### src/hdl/sws_pkg.sv
`timescale 1ns / 1ps
package sws_pkg;

	localparam int DATA_W      = 32;
	localparam int MAX_ITEMS   = 64;
	localparam int CNT_W       = $clog2(MAX_ITEMS + 1);
	localparam int QUEUE_DEPTH = 4;
	localparam int QA_W        = $clog2(QUEUE_DEPTH);
	localparam int QC_W        = $clog2(QUEUE_DEPTH + 1);

	typedef struct packed {
		logic signed [DATA_W-1:0] value;
		logic                     last;
	} word_t;

	typedef enum logic {
		ST_COLLECT,
		ST_DRAIN
	} sort_state_t;

	typedef struct packed {
		sort_state_t      st;
		logic [CNT_W-1:0] count;
		logic             dropped;
	} back_status_t;

endpackage

### src/hdl/sws_in_if.sv
`timescale 1ns / 1ps
interface sws_in_if;
	logic        valid;
	logic        ready;
	logic signed [31:0] value;
	logic        last;

	modport source (output valid, output value, output last, input ready);
	modport sink (input valid, input value, input last, output ready);
endinterface

### src/hdl/sws_front.sv
`timescale 1ns / 1ps
module sws_front
	import sws_pkg::*;
(
	input  logic  clk,
	input  logic  arst_n,
	sws_in_if.sink in_word,
	output logic  q_valid,
	output word_t q_word,
	input  logic  q_pop
);

	word_t           queue_q [QUEUE_DEPTH];
	logic [QA_W-1:0] wr_ptr_q;
	logic [QA_W-1:0] rd_ptr_q;
	logic [QC_W-1:0] fill_q;
	logic            push;
	logic            pop;

	assign in_word.ready = (fill_q != QC_W'(QUEUE_DEPTH));
	assign push          = in_word.valid && in_word.ready;
	assign q_valid       = (fill_q != '0);
	assign pop           = q_pop && q_valid;
	assign q_word        = queue_q[rd_ptr_q];

	always_ff @(posedge clk) begin
		if (push) begin
			queue_q[wr_ptr_q] <= '{value: in_word.value, last: in_word.last};
		end
	end

	always_ff @(posedge clk or negedge arst_n) begin
		if (!arst_n) begin
			wr_ptr_q <= '0;
			rd_ptr_q <= '0;
			fill_q   <= '0;
		end else begin
			if (push) begin
				wr_ptr_q <= (wr_ptr_q == QA_W'(QUEUE_DEPTH - 1)) ? '0 : wr_ptr_q + 1'b1;
			end
			if (pop) begin
				rd_ptr_q <= (rd_ptr_q == QA_W'(QUEUE_DEPTH - 1)) ? '0 : rd_ptr_q + 1'b1;
			end
			case ({push, pop})
				2'b10:   fill_q <= fill_q + 1'b1;
				2'b01:   fill_q <= fill_q - 1'b1;
				default: fill_q <= fill_q;
			endcase
		end
	end

endmodule

### src/flat_wrapper.sv
// flat-port wrapper written by rule: the top's interface ports become plain ports
module sws_front_flat import sws_pkg::*;
  (clk, arst_n, q_valid, q_word, q_pop, in_word_valid, in_word_value, in_word_last, in_word_ready);
  sws_in_if in_word_i ();
  input  logic clk;
  input  logic arst_n;
  output logic q_valid;
  output word_t q_word;
  input  logic q_pop;
  input wire logic [$bits(in_word_i.valid)-1:0] in_word_valid;
  input wire logic [$bits(in_word_i.value)-1:0] in_word_value;
  input wire logic [$bits(in_word_i.last)-1:0] in_word_last;
  output wire logic [$bits(in_word_i.ready)-1:0] in_word_ready;
  assign in_word_i.valid = in_word_valid;
  assign in_word_i.value = in_word_value;
  assign in_word_i.last = in_word_last;
  assign in_word_ready = in_word_i.ready;
  sws_front u_core (.clk(clk), .arst_n(arst_n), .in_word(in_word_i), .q_valid(q_valid), .q_word(q_word), .q_pop(q_pop));
endmodule
### config.mk
export PLATFORM = sky130hd
export DESIGN_NAME = sws_front_flat
export DESIGN_NICKNAME = d
export VERILOG_FILES = /design/src/hdl/sws_pkg.sv /design/src/hdl/sws_in_if.sv /design/src/hdl/sws_front.sv /design/src/flat_wrapper.sv
export SDC_FILE = /design/constraint.sdc
export NUM_CORES = 1
export LEC_CHECK = 0
export ABC_AREA = 1
export BUFFER_PORTS_ARGS = -buffer_cell sky130_fd_sc_hd__buf_2
export CORE_ASPECT_RATIO = 0.5
export CORE_MARGIN = 4
export CORE_UTILIZATION = 35
export CTS_CLUSTER_DIAMETER = 100
export DETAILED_ROUTE_END_ITERATION = 6
export GPL_TIMING_DRIVEN = 0
export PLACE_DENSITY = 0.51
export SETUP_SLACK_MARGIN = 0.4
export SLEW_MARGIN = 20
export SYNTH_ARGS = -nofsm -noshare
export SYNTH_HDL_FRONTEND = slang
export SYNTH_SLANG_ARGS = --single-unit
### constraint.sdc
create_clock -name clk -period 2.37 [get_ports clk]
set_input_delay 0 -clock clk [delete_from_list [all_inputs] [get_ports clk]]
set_output_delay 0 -clock clk [all_outputs]
set_load 0.1 [all_outputs]
==> metrics.md <==
| Metric | Value |
|---|---|
| Status | finished clean |
| Final WS setup | 0.5068 ns |
| MaxCap Viol Count | 0 |
| Reg2Reg Depth | 5 |
| Layout cells sized above 1 | between 20% and 30% |
| Setup Slack @ Placement | between 0.5 and 0.6 ns |
| Yosys reg bits | 139 |
| Crit path arrival time | around 1.9 ns |
| Slew HR | between 50% and 60% |
| Syn Nets | 488 |
| Fin crit share | 78.62% |
| Reg2reg start | u_core.wr_ptr_q[0] |
| Die ar. | 19,070 µm² |
| Worst slew pin tran | around 0.67 ns |
| Clk_skew | ~0.0067 ns |
| RSZ-0062 raised after global routing | no |
| Die X | 191.3 µm |
| Initial core utilization | about 36% |
| Final hold vios | 0 |
| CP Capture Type | output pin |
| # diodes | 0 |
| Critical Path RT | approximately 2.4 ns |
| Row cnt | 33 |
| Die height | approximately 100 µm |
| Hold path start | in_word_value[24] |
| Routed len/inst | ~16 µm |
| Level count of the clock H-tree | 4 |
| Setup-failing EPs final | 0 |
| Clock transition at path regs | 0.06 ns |
| Synth-to-Final Area Change | 32.12% |
| Worst Hold Path EP | u_core.queue_q[1][25] |
| All-Layer GR Usage | 14.12% |
| Post-Syn Area | a little under 6000 µm² |
| IO buf count | roughly 70 |
| Post-synth cell types | 17 |
| Total Wirelength | about 13 mm |
| 1st-iter DRT viols | 255 |
| Clock sink count | 139 |
| Highest Clock Rate | between 500 and 600 MHz |
| Initial antenna violation count | 0 |
| Gp weighted congestion | between 0.7 and 0.8 |
| Fillcell total | between 1.5k and 2k |
| Hold Path Class | input port to flop |
| Hold depth | 2 |
| Worst skew pair latency | a little over 0.4 ns |
| Yosys warns | 0 |
| Critical path type | flop to output pin |
| Sequential cell area fraction in the yosys report | 70.37% |
| Mapped Cells | between 400 and 500 |
| Final Util | a little under half |
| Largest net degree at the start of global routing | 19 |
| GR Overflow Total | 0 |
| Slew Viols, Final | 0 |
| Crit path max fanout | 10 |
| Number of global-route vias before repair | roughly 3.7k |
| Global-route wire length before repair | just over 20 mm |
| Fin nets | 620 |
| CORE AREA | about 16,000 µm² |
| DR vias | approximately 3.6k |
| Root buffer cell | clkbuf_16 |
| Vias per std cell | between 4 and 5 |
| Final HPWL DP | slightly above 8 mm |
| End of the worst register-to-register path | u_core.queue_q[0][4] |
| CTS tree | yes |
| IO Count | ~70 |
| Synthesized area per cell | roughly 13 µm² |
| Drt first pass iters | 4 |
| Post-CTS Setup Bufs | 0 |
| Setup TNS | 0 ns |
| DRC | 0 |
| Number of buffers on the longest clock path | 2 |
| Min Tclk post-route | between 1.5 and 2 ns |
| Final ANT Viol Nets | 0 |
| CP startpoint kind | flop |
| R2R Setup Slk | between 0.5 and 0.6 ns |
| Num CTS Buffers | 17 |
-- layout by cell type (no fill, tap or decap), drive strengths merged --
| master | count |
|---|---|
| buf | 94 |
| bufinv | 2 |
| clkbuf | 22 |
| clkinv | 6 |
| clkinvlp | 3 |
| dfrtp | 7 |
| dlygate4sd3 | 37 |
| edfxtp | 132 |
| fa | 1 |
| ha | 6 |
| inv | 83 |
| nand2 | 114 |
| nand3 | 7 |
| nand4 | 1 |
| nor2 | 6 |
| o211ai | 66 |
| o21ai | 1 |
| xnor2 | 1 |
-- worst max-delay path, stage by stage (launching register included) --
cell and delay, ns:
dfrtp_1 0.37, buf_6 0.14, buf_6 0.17, buf_6 0.18
o211ai_2 0.10, nand2_1 0.07, buf_2 0.42
-- how the worst max path moves through the flow --
| stage | depth (start not counted) | end | from | slack, ns |
|---|---|---|---|---|
| 2_1_floorplan | 7 | u_core.fill_q[1] | u_core.fill_q[0] | 0.41 |
| 3_3_place_gp | 4 | u_core.queue_q[2][6] | u_core.wr_ptr_q[0] | 0.34 |
| 3_5_place_dp | 5 | u_core.queue_q[0][6] | u_core.wr_ptr_q[0] | 0.52 |
| 4_1_cts | 6 | q_word[10] | u_core.rd_ptr_q[1] | 0.40 |
| 5_1_grt | 6 | q_word[20] | u_core.rd_ptr_q[1] | 0.41 |
| 6_report | 6 | q_word[24] | u_core.rd_ptr_q[0] | 0.51 |
-- final cells by class --
type                            count  area (µm²)  share of cell area [%]
Sequential cell                   139        4139                   53.26
Multi-Input combinational cell    203        1350                   17.37
Timing Repair Buffer              113       944.7                   12.16
Clock buffer                       18       429.2                   5.522
Inverter                           80       300.3                   3.864
Tap cell                          227       284.0                   3.655
Buffer                             22       178.9                   2.302
Clock inverter                     14       145.1                   1.868
-- timing repair --
action                     in CTS  in global routing
pin swaps                       0                  0
gates resized for setup        27                  5
hold buffers                   37                  0
hold endpoints to repair      143                  0
setup endpoints to repair      27                  5
-- cells in the mapped netlist, drive strengths merged --
cell | n | area share (%)
buf | 22 | 3.0
dfrtp | 7 | 3.0
edfxtp | 132 | 67
fa | 1 | 0.34
ha | 6 | 1.3
inv | 80 | 5.1
nand2 | 114 | 7.3
nand3 | 7 | 0.60
nand4 | 1 | 0.11
nor2 | 6 | 0.38
o211ai | 66 | 11
o21ai | 1 | 0.085
xnor2 | 1 | 0.15
-- layer usage --
layer / global-route usage, % / vias to the layer above / wire length (µm)
met5: 0 / - / 0
met4: 5.130 / 0 / 159
met3: 3.331 / 13 / 496
met2: 23.39 / 62 / 6142
met1: 18.30 / 1735 / 5912
li1: - / 1801 / -
-- kinds of logic after synthesis --
| group | after synthesis | share of synthesized area [%] |
|---|---|---|
| buffers and inverters | 102 | 8.147 |
| XOR/XNOR | 1 | 0.1489 |
| AND/OR/NAND/NOR | 128 | 8.403 |
| flip-flops | 139 | 70.37 |
| adder cells (fa/ha/maj) | 7 | 1.617 |
| AO/OA/AOI/OAI | 67 | 11.32 |
-- state kept, by name, indices dropped and copies added, names as in the netlist --
signal	flops
u_core.rd_ptr_q	2
u_core.wr_ptr_q	2
u_core.queue_q	132
u_core.fill_q	3
-- per-stage QoR --
stage / area [µm²] / hold WS (ns) / instances
after floorplan: 5968 / -0.2956 / 444
after global placement: 6608 / -0.1537 / 742
after detailed placement: 6745 / -0.1543 / 747
after CTS: 7757 / 0.3194 / 816
after global routing: 7771 / 0.3319 / 816
final: 7771 / 0.3395 / 816
Power is not shown: default switching activity piles up to over one toggle a cycle in this logic, so the estimate is an artifact.
